### src/rtl/mm2kh_pkg.sv
// Shared types and hash constants for the MurmurHash2 key hasher.
`default_nettype none

package mm2kh_pkg;

  // Hash constants
  localparam logic [31:0] SEED  = 32'd5381;
  localparam logic [31:0] MUL   = 32'h5bd1e995;
  localparam int unsigned SHIFT = 24;
  localparam int unsigned FIN1  = 13;
  localparam int unsigned FIN2  = 15;

  // One input chunk
  typedef struct packed {
    logic [30:0] key_length;
    logic [31:0] chunk_data;
    logic [2:0]  chunk_bytes;
    logic        first_chunk;
    logic        last_chunk;
  } in_t;

  // One finished hash
  typedef struct packed {
    logic [31:0] hash_value;
    logic [31:0] bucket_index;
    logic        chunk_error;
  } out_t;

endpackage

`default_nettype wire

### src/rtl/murmur2_key_hash.sv
// MurmurHash2 key hasher top level: sequencer around one constant multiplier.
// A full chunk passes through the transfer, MK2, MH and MIX, set by the three
// dependent multiplies through the single shared multiplier.
// A tail chunk passes through the transfer, MT and MIX, an empty chunk only the transfer;
// a last chunk adds FIN and DONE (finish, output load) before its result is in the output register.
// Synchronous active-high reset clears the hash, error and last flags and out_valid, and sets the mask to 15.
`default_nettype none

module murmur2_key_hash (
  input  wire logic            clk,
  input  wire logic            rst,
  input  wire logic            in_valid,
  output logic                 in_ready,
  input  wire mm2kh_pkg::in_t  in_data,
  output logic                 out_valid,
  input  wire logic            out_ready,
  output mm2kh_pkg::out_t      out_data,
  input  wire logic            cfg_we,
  input  wire logic [31:0]     cfg_wdata
);

  typedef enum logic [7:0] {
    ST_IDLE = 8'b0000_0001,
    ST_MK2  = 8'b0000_0010,
    ST_MH   = 8'b0000_0100,
    ST_MT   = 8'b0000_1000,
    ST_MIX  = 8'b0001_0000,
    ST_FIN  = 8'b0010_0000,
    ST_DONE = 8'b0100_0000,
    ST_SPARE = 8'b1000_0000
  } state_t;

  state_t      state;
  state_t      state_next;
  logic [31:0] h;
  logic [31:0] k;
  logic [31:0] p;
  logic        last;
  logic        err;
  logic [31:0] bucket_mask;
  logic [31:0] mul_a;
  logic [31:0] keep;
  logic [2:0]  nbytes;
  logic        accept;
  logic        out_load;
  logic [31:0] fin_hash;

  assign accept   = in_valid && in_ready;
  assign in_ready = (state == ST_IDLE);
  assign out_load = (state == ST_DONE) && (!out_valid || out_ready);
  assign fin_hash = p ^ (p >> mm2kh_pkg::FIN2);

  // Saturate the byte count and build the tail byte mask
  always_comb begin
    nbytes = in_data.chunk_bytes[2] ? 3'd4 : in_data.chunk_bytes;
    unique case (in_data.chunk_bytes[1:0])
      2'd1:    keep = 32'h0000_00ff;
      2'd2:    keep = 32'h0000_ffff;
      2'd3:    keep = 32'h00ff_ffff;
      default: keep = 32'h0000_0000;
    endcase
  end

  // Select the multiplier operand for this step
  always_comb begin
    unique case (state)
      ST_IDLE: mul_a = in_data.chunk_data;
      ST_MK2:  mul_a = p ^ (p >> mm2kh_pkg::SHIFT);
      ST_MH:   mul_a = h;
      ST_MT:   mul_a = h ^ k;
      ST_FIN:  mul_a = h ^ (h >> mm2kh_pkg::FIN1);
      default: mul_a = 32'd0;
    endcase
  end

  // Sequence the steps of one chunk
  always_comb begin
    state_next = state;
    unique case (state)
      ST_IDLE: begin
        if (accept) begin
          if (nbytes == 3'd4) begin
            state_next = ST_MK2;
          end else if (nbytes != 3'd0) begin
            state_next = ST_MT;
          end else if (in_data.last_chunk) begin
            state_next = ST_FIN;
          end
        end
      end
      ST_MK2:  state_next = ST_MH;
      ST_MH:   state_next = ST_MIX;
      ST_MT:   state_next = ST_MIX;
      ST_MIX:  state_next = last ? ST_FIN : ST_IDLE;
      ST_FIN:  state_next = ST_DONE;
      ST_DONE: state_next = out_load ? ST_IDLE : ST_DONE;
      default: state_next = ST_IDLE;
    endcase
  end

  // Datapath and control registers
  always_ff @(posedge clk) begin
    // Hold the finish product while the result waits for the output register
    if (state != ST_DONE) begin
      p <= 32'(mul_a * mm2kh_pkg::MUL);
    end
    if (rst) begin
      state       <= ST_IDLE;
      h           <= 32'd0;
      err         <= 1'b0;
      last        <= 1'b0;
      bucket_mask <= 32'd15;
      out_valid   <= 1'b0;
    end else begin
      state <= state_next;
      if (cfg_we) begin
        bucket_mask <= cfg_wdata;
      end
      // Start or continue the running hash on a transfer
      if (accept) begin
        last <= in_data.last_chunk;
        k    <= in_data.chunk_data & keep;
        if (in_data.first_chunk) begin
          h <= mm2kh_pkg::SEED ^ {1'b0, in_data.key_length};
        end
        if (nbytes != 3'd4 && !in_data.last_chunk) begin
          err <= 1'b1;
        end else if (in_data.first_chunk) begin
          err <= 1'b0;
        end
      end
      // Hold the key product while the hash is multiplied
      if (state == ST_MH) begin
        k <= p;
      end
      // Drop the tail word once folded into the product
      if (state == ST_MT) begin
        k <= 32'd0;
      end
      if (state == ST_MIX) begin
        h <= p ^ k;
      end
      // Hand the result to the output register
      if (out_load) begin
        out_valid             <= 1'b1;
        out_data.hash_value   <= fin_hash;
        out_data.bucket_index <= fin_hash & bucket_mask;
        out_data.chunk_error  <= err;
      end else if (out_ready) begin
        out_valid <= 1'b0;
      end
    end
  end

`ifndef SYNTHESIS
  a_state_onehot: assert property (@(posedge clk) disable iff (rst) $onehot(state))
    else $error("sequencer state not one-hot");

  a_busy_after_transfer: assert property (@(posedge clk) disable iff (rst)
    accept && (nbytes != 3'd0 || in_data.last_chunk) |=> !in_ready)
    else $error("input ready right after a transfer");

  a_bucket_match: assert property (@(posedge clk) disable iff (rst)
    out_valid |-> (out_data.bucket_index == (out_data.hash_value & bucket_mask)))
    else $error("bucket index does not match hash and mask");

  a_result_loaded: assert property (@(posedge clk) disable iff (rst)
    out_load |=> out_valid && in_ready)
    else $error("finished hash not presented");
`endif

endmodule

`default_nettype wire

### config.mk
export PLATFORM = sky130hd
export DESIGN_NAME = murmur2_key_hash
export DESIGN_NICKNAME = d
export VERILOG_FILES = /design/src/rtl/mm2kh_pkg.sv /design/src/rtl/murmur2_key_hash.sv
export SDC_FILE = /design/constraint.sdc
export NUM_CORES = 1
export LEC_CHECK = 0
export BUFFER_PORTS_ARGS = -buffer_cell sky130_fd_sc_hd__buf_2
export CORE_MARGIN = 2
export CORE_UTILIZATION = 54
export CTS_CLUSTER_SIZE = 14
export DETAILED_ROUTE_END_ITERATION = 6
export PLACE_DENSITY_LB_ADDON = 0.1
export SYNTH_ARGS = -nofsm -noshare
export SYNTH_HDL_FRONTEND = slang
export SYNTH_SLANG_ARGS = --single-unit
### constraint.sdc
create_clock -name clk -period 8.4 [get_ports clk]
set_input_delay 2.1 -clock clk [delete_from_list [all_inputs] [get_ports clk]]
set_output_delay 2.1 -clock clk [all_outputs]
set_load 0.005 [all_outputs]
Yosys cells after proc, flatten, opt, wreduce, memory -nomap -nowiden
Index checks and enable logic that the tools add are counted.
{"block": "op_classes", "n_eq_ne": 15, "bitwise_logic": 9, "mux": 19, "mul": 1, "reduce_logical": 18}
{"op": "$mux 32", "count": 5}
{"op": "$pmux 32 s5", "count": 1}
{"op": "$pmux 24 s3", "count": 1}
{"op": "$xor 32x32->32", "count": 2}
{"op": "$pmux 8 s6", "count": 1}
{"op": "$and 32x24->32", "count": 1}
{"op": "$and 32x32->32", "count": 1}
{"op": "$mul 32x31->32 const B", "count": 1}
{"op": "$mux 8", "count": 4}
{"op": "$xor 32x17->32", "count": 1}
{"op": "$xor 32x19->32", "count": 1}
{"op": "$xor 32x8->32", "count": 1}
{"op": "$reduce_and 2->1", "count": 5}
{"op": "$eq 8x1->1 const B", "count": 1}
{"op": "$eq 8x2->1 const B", "count": 1}
{"op": "$eq 8x3->1 const B", "count": 1}
{"op": "$eq 8x4->1 const B", "count": 1}
{"op": "$eq 8x5->1 const B", "count": 1}
{"op": "$eq 8x6->1 const B", "count": 1}
{"op": "$eq 8x7->1 const B", "count": 1}
{"op": "$ne 8x7->1 const B", "count": 1}
{"op": "$reduce_bool 2->1", "count": 4}
{"op": "$mux 7", "count": 1}
{"op": "$mux 6", "count": 1}
{"op": "other kinds (15)", "count": 23}
{"block": "totals", "output_inout_bits": 67, "elab_cells": 73, "regBits": 204, "inputBits": 105}

Logic depth before layout (Yosys ltp)
Gate-level depths: netlist (run 1).
{"block": "depth", "word_depth": 6, "depth_mapped": 32, "ltp_nobuf": 30}

Least setup slack after synthesis (run 1)
Ideal clock, no wire load.
{"block": "synth_timing", "kind": "input port to flip-flop", "start": "input in_data[8] (netlist bit)", "end": "register p[23], data pin", "required_time_ns": 8.135, "stages": 22, "slack_ns": 0.133, "n_path_buf": 0, "t_arrival_ns": 8.002, "setup_time_ns": 0.265, "cell_sequence": "a221oi_1 -> inv_1 -> fa_1 -> ha_1 -> inv_1 -> fa_1 -> inv_1 -> ha_1 -> fa_1 -> fa_1 -> fa_1 -> inv_1 -> fa_1 -> inv_1 -> ha_1 -> or3_1 -> a211oi_1 -> o31ai_1 -> or2_2 -> a31oi_1 -> a211oi_1 -> xnor2_1"}
{"block": "synth_via", "elab_chain_cells": 2}
{"item": "start: declaration", "line_no": "murmur2_key_hash.sv:14", "rtl": "input wire mm2kh_pkg::in_t in_data,"}
{"item": "$pmux 32 s5", "line_no": "murmur2_key_hash.sv:66", "rtl": "unique case (state)"}
{"item": "$mul 32x31->32", "line_no": "murmur2_key_hash.sv:105", "rtl": "p <= 32'(mul_a * mm2kh_pkg::MUL);"}
{"item": "end signal: assignment", "line_no": "murmur2_key_hash.sv:105"}
{"item": "end: declaration", "line_no": "murmur2_key_hash.sv:37", "rtl": "logic [31:0] p;"}
No other way between the ends.
A chain may end at the register's enable or synchronous reset.

Worst setup path in the final report (run 1)
{"block": "layout_timing", "start": "input in_data[20] (netlist bit)", "end": "register p[30], data pin"}
Same word-level chain as after synthesis.

==> results of run 1 <==
[cell usage after synthesis, types with 3 or more instances]
cell type / instances / area share
edfxtp_1: 129 / 0.21
a211oi_1: 38 / 0.016
nand3_1: 9 / 0.0025
nor3_1: 6 / 0.0017
or2_2: 3 / 0.0010
xor2_1: 44 / 0.021
and3_1: 10 / 0.0035
buf_2: 4 / 0.0011
o21bai_1: 3 / 0.0012
inv_1: 359 / 0.075
fa_1: 181 / 0.20
a221o_1: 14 / 0.0078
and2_1: 46 / 0.016
a21o_1: 20 / 0.0083
a22oi_1: 18 / 0.0075
a211o_1: 7 / 0.0034
a221oi_1: 19 / 0.0092
xnor3_1: 3 / 0.0037
dfxtp_1: 74 / 0.082
nand2b_1: 3 / 0.0010
nor2_1: 131 / 0.027
o22ai_1: 16 / 0.0056
nor3b_1: 6 / 0.0025
a31oi_1: 3 / 0.0010
o21ai_0: 33 / 0.0092
clkbuf_1: 46 / 0.0096
nor2b_1: 11 / 0.0038
mux2i_1: 29 / 0.016
o211a_1: 10 / 0.0056
nand3b_1: 5 / 0.0021
o211ai_1: 9 / 0.0037
a21oi_1: 83 / 0.023
a22o_1: 16 / 0.0078
nand2_1: 32 / 0.0067
xnor2_1: 66 / 0.032
buf_1: 8 / 0.0017
ha_1: 216 / 0.15
[metal layers]
metal | GRT usage | up-vias | part of all wire
met2 | 0.498 | 592 | 0.46
li1 | - | 6370 | -
met5 | 0 | - | 0
met1 | 0.436 | 6793 | 0.43
met3 | 0.0414 | 122 | 0.069
met4 | 0.131 | 0 | 0.048
[per-stage QoR]
stage	utilization	setup TNS [ps]	hold WS, ps	setup slack, ps	instance area [um2]
3_5_place_dp	0.628	-1830	431	-336	20500
3_3_place_gp	0.628	-1450	412	-290	20500
2_1_floorplan	-	0	409	133	18000
5_1_grt	0.649	0	457	5.41	21200
4_1_cts	0.648	0	444	183	21200
6_report	0.649	0	443	253	21200
[kinds of logic after synthesis]
family | count (synthesis) | share of synthesized area
buf+inv | 419 | 0.0884
fa+ha+maj | 397 | 0.351
compound gates | 304 | 0.116
simple gates | 273 | 0.0737
flops | 203 | 0.297
xor+xnor | 113 | 0.0572
mux | 29 | 0.0161
[sequential cells by signal, indices dropped and copies added (netlist names)]
signal	count
bucket_mask	32
h	32
err	1
out_valid	1
state	7
k	32
p	32
last	1
out_data	65
[path summary, 6_finish.rpt]
path	startpoint	cells past startpoint	slack [ps]	end
setup / recovery	in_data[20]	26	250	p[30]
hold / removal	err	0	440	out_data[0]
setup reg to reg	state[3]	29	350	p[29]
hold reg to reg	err	0	440	out_data[0]
[what timing repair did]
item / in CTS / in global routing
hold buffers: 0 / 0
setup endpoints to repair: 0 / 6
resized for setup: 0 / 8
buffers inserted: 0 / 0
[area by class of cell]
class                           instances  area (um2)  area share
Tap cell                              442         553      0.0260
Inverter                              359        1350      0.0634
Multi-Input combinational cell       1116       11100       0.525
Timing Repair Buffer                  333        2160       0.102
Clock inverter                          7        40.0     0.00189
Sequential cell                       203        5360       0.252
Clock buffer                           33         643      0.0303
[worst reg2reg max path: cells and delay by family, from the launching register on]
family          cells  cell delay [ps]
fa+ha+maj           9             4030
simple gates        5             1370
buf+inv            11             1180
compound gates      4              920
flops               1              380
==> results_dict.tcl, run 1 <==
set metrics [dict create \
    syn-num-nets 2240 \
    finalCritPeriodShare 0.970 \
    cp.required_ps 8650 \
    grt_pass1_vias 14300 \
    postRouteWirelength_um 53600 \
    ys_async_sr_fraction 0 \
    clock_latency_ps 500 \
    vias_per_cell 5.57 \
    setup_violations 0 \
    chipWidth_um 187 \
    syn_area_mm2 0.0180 \
    grt_max_degree 74 \
    finalCriticalPeriod_ps 8150 \
    drc 0 \
    slew-limit-headroom 0.321 \
    grt_usage 0.314 \
    cp.arrival_ps 8400 \
    fmax_mhz 123 \
    critPathKind "in2reg" \
    setup.worst_path.end_class "flop" \
    cts.sinks 203 \
    crit_family "adder cells" \
    antenna_left 0 \
    h-tree-depth 1 \
    tightest_slew_ps 1020 \
    synth_ff_type "edfxtp_1" \
    synth_cell_type_count 58 \
    synth-seq-cells 203 \
    slew_viol_final 0 \
    grt_antenna_before_repair 0 \
    vias 13900 \
    grt_pass1_wl_um 83700 \
    ios 172 \
    fin_worst_skew_ps 27.5 \
    place_inst 2453 \
    root_buffer "clkbuf_16" \
    worstPathMaxFanout 10 \
    drive_gt1_frac 0.188 \
    dpl.hpwl_um 43300 \
    synthCells 1738 \
    gp_congestion 0.941 \
    finalHoldViolCount 0 \
    final_cell_mix "inv_1 (359), ha_1 (216), fa_1 (181)" \
    path_buf_inv 9 \
    io_buffer_count 171 \
    coreArea_mm2 0.0327 \
    rows 66 \
    drt_iter0_markers 1194 \
    routedWlPerCell_um 21.5 \
    final_common_cell "inv_1" \
    cap_violations 0 \
    max_stage_delay_ps 570 \
    syn_to_final_growth_pct 17.8 \
    synth_warnings 0 \
    rsz0062_at_grt "no" \
    stdcell_count 2493 \
    nFillCells 2713 \
    cts_buffers 22 \
    finalNetCount 2537 \
    status "finished, final reports clean" \
    grt-ovfl-total 0 \
    path_clk_slew_ps 60 \
    min_path_type "reg2reg" \
    initial_core_util 0.551 \
    drt_pre_antenna_iters 7 \
    die_h_um 187 \
    diodes 0 \
    die_area_mm2 0.0349 \
    cp-start-kind "primary input" \
    synth-edff-count 129 \
    seq_area_frac_synth 0.297 \
    cts_tree "done" \
    slowest_stage "fa_1" \
    clk_path_buf_depth 3 \
    syn_avg_cell_area_um2 10.4 \
]
Power of run 1 is left out: the tool's default activity adds up to more than one toggle a clock period on the data nets, which glitch-free logic cannot reach.
==> run 2, diff against run 1 <==
==> constraint.sdc (replaced) <==
create_clock -name clk -period 8.4 [get_ports clk]
set_input_delay 1.26 -clock clk [delete_from_list [all_inputs] [get_ports clk]]
set_output_delay 1.26 -clock clk [all_outputs]
set_load 0.005 [all_outputs]
==> results_dict.tcl, run 2 (synthesis results as in run 1) <==
set metrics [dict create \
    status "finished, final reports clean" \
    cp.arrival_ps 8400 \
    dp_slack_ps 241 \
    critPathKind "reg2reg" \
    setup_violations 0 \
    finalCriticalPeriod_ps 8130 \
    nFillCells 2771 \
    grt-ovfl-total 0 \
    crit_path_frequent_cell "fa_1" \
    root_buffer "clkbuf_16" \
    routedWlPerCell_um 21.7 \
    cp-start-kind "flop" \
    dpl.hpwl_um 41800 \
    drive_gt1_frac 0.149 \
    io_buffer_count 171 \
    gp_congestion 0.952 \
    drc 0 \
    largest-register "out_data" \
    fin_setup_tns_ps 0 \
    drt_pre_antenna_iters 6 \
    fmax_mhz 123 \
    rows 66 \
    clk_path_buf_depth 3 \
    r2r-start "state[3]" \
    initial_core_util 0.551 \
    die_area_mm2 0.0349 \
    die_h_um 187 \
    cap_violations 0 \
    antenna_left 0 \
    coreArea_mm2 0.0327 \
    setup_slack_ps 272 \
    cts_tree "done" \
    grt_pass1_wl_um 80000 \
    cts.sinks 203 \
    chipWidth_um 187 \
    worstPathMaxFanout 15 \
    slowest_stage "nor3b_1" \
    slew-limit-headroom 0.310 \
    max_stage_delay_ps 550 \
    final_cell_mix "inv_1 (359), ha_1 (216), fa_1 (181)" \
    largest_reg_flops 65 \
    place_inst 2356 \
    setup.worst_path.end_class "flop" \
    whs_ps 435 \
    multi_input_area_mm2 0.0111 \
    h-tree-depth 1 \
    clock_latency_ps 520 \
    fin_worst_skew_ps 16.9 \
    diodes 0 \
    path_clk_slew_ps 60 \
    min_path_type "reg2reg" \
    tightest_slew_ps 1040 \
    drt_iter0_markers 1326 \
    vias_per_cell 5.61 \
    cts_buffers 22 \
    postRouteWirelength_um 52000 \
    ios 172 \
    grt_antenna_before_repair 0 \
    grt_max_degree 74 \
    grt_usage 0.302 \
    regArea_mm2 0.00536 \
    min_from "err" \
    finalNetCount 2440 \
    stdcell_count 2396 \
    grt_pass1_vias 13500 \
    vias 13400 \
    finalCritPeriodShare 0.968 \
    cp.required_ps 8670 \
    finalHoldViolCount 0 \
    final_common_cell "inv_1" \
    syn_to_final_growth_pct 14.5 \
    startpoint "state[3]" \
    slew_viol_final 0 \
    ctsHoldBuffers 0 \
]
run 2: cell type report:
type / instances / area share
sequential: 203 / 0.260
clock inverter: 9 / 0.00776
inverter: 359 / 0.0653
multi-input combinational: 1116 / 0.540
tap: 442 / 0.0268
timing repair buffer: 236 / 0.0676
clock buffer: 31 / 0.0329
run 2: final timing paths:
kind / end / slack, ps / depth (start not counted)
setup / recovery: p[31] / 270 / 25
hold / removal: out_data[0] / 440 / 0
setup reg to reg: p[31] / 270 / 25
hold reg to reg: out_data[0] / 440 / 0
run 2: metrics by stage:
stage | util | cell area, um2
floorplan | - | 18000
global placement | 0.604 | 19800
detailed placement | 0.604 | 19800
CTS | 0.630 | 20600
global route | 0.631 | 20600
finish | 0.631 | 20600
run 2: worst max-delay path: cells and delay by family (launching register included):
family / cells / cell delay, ps
AOI/OAI and AO/OA: 3 / 540
xor gates and xnor gates: 8 / 1600
adders and majority gates: 8 / 3840
buffers and inverters: 4 / 470
DFF: 1 / 420
and+or+nand+nor: 2 / 990
run 2: what timing repair did:
action | in CTS | in global routing
gates resized for setup | 0 | 6
setup endpoints to repair | 0 | 5
setup buffers | 0 | 0
run 2: layer usage:
metal  part of all wire  wire length [um]  track usage
met1               0.44             22900        0.425
met2               0.46             23700        0.488
met3              0.067              3470       0.0337
met4              0.038              1960        0.104
met5                  0                 0            0
Power of run 2 is left out for the same reason.
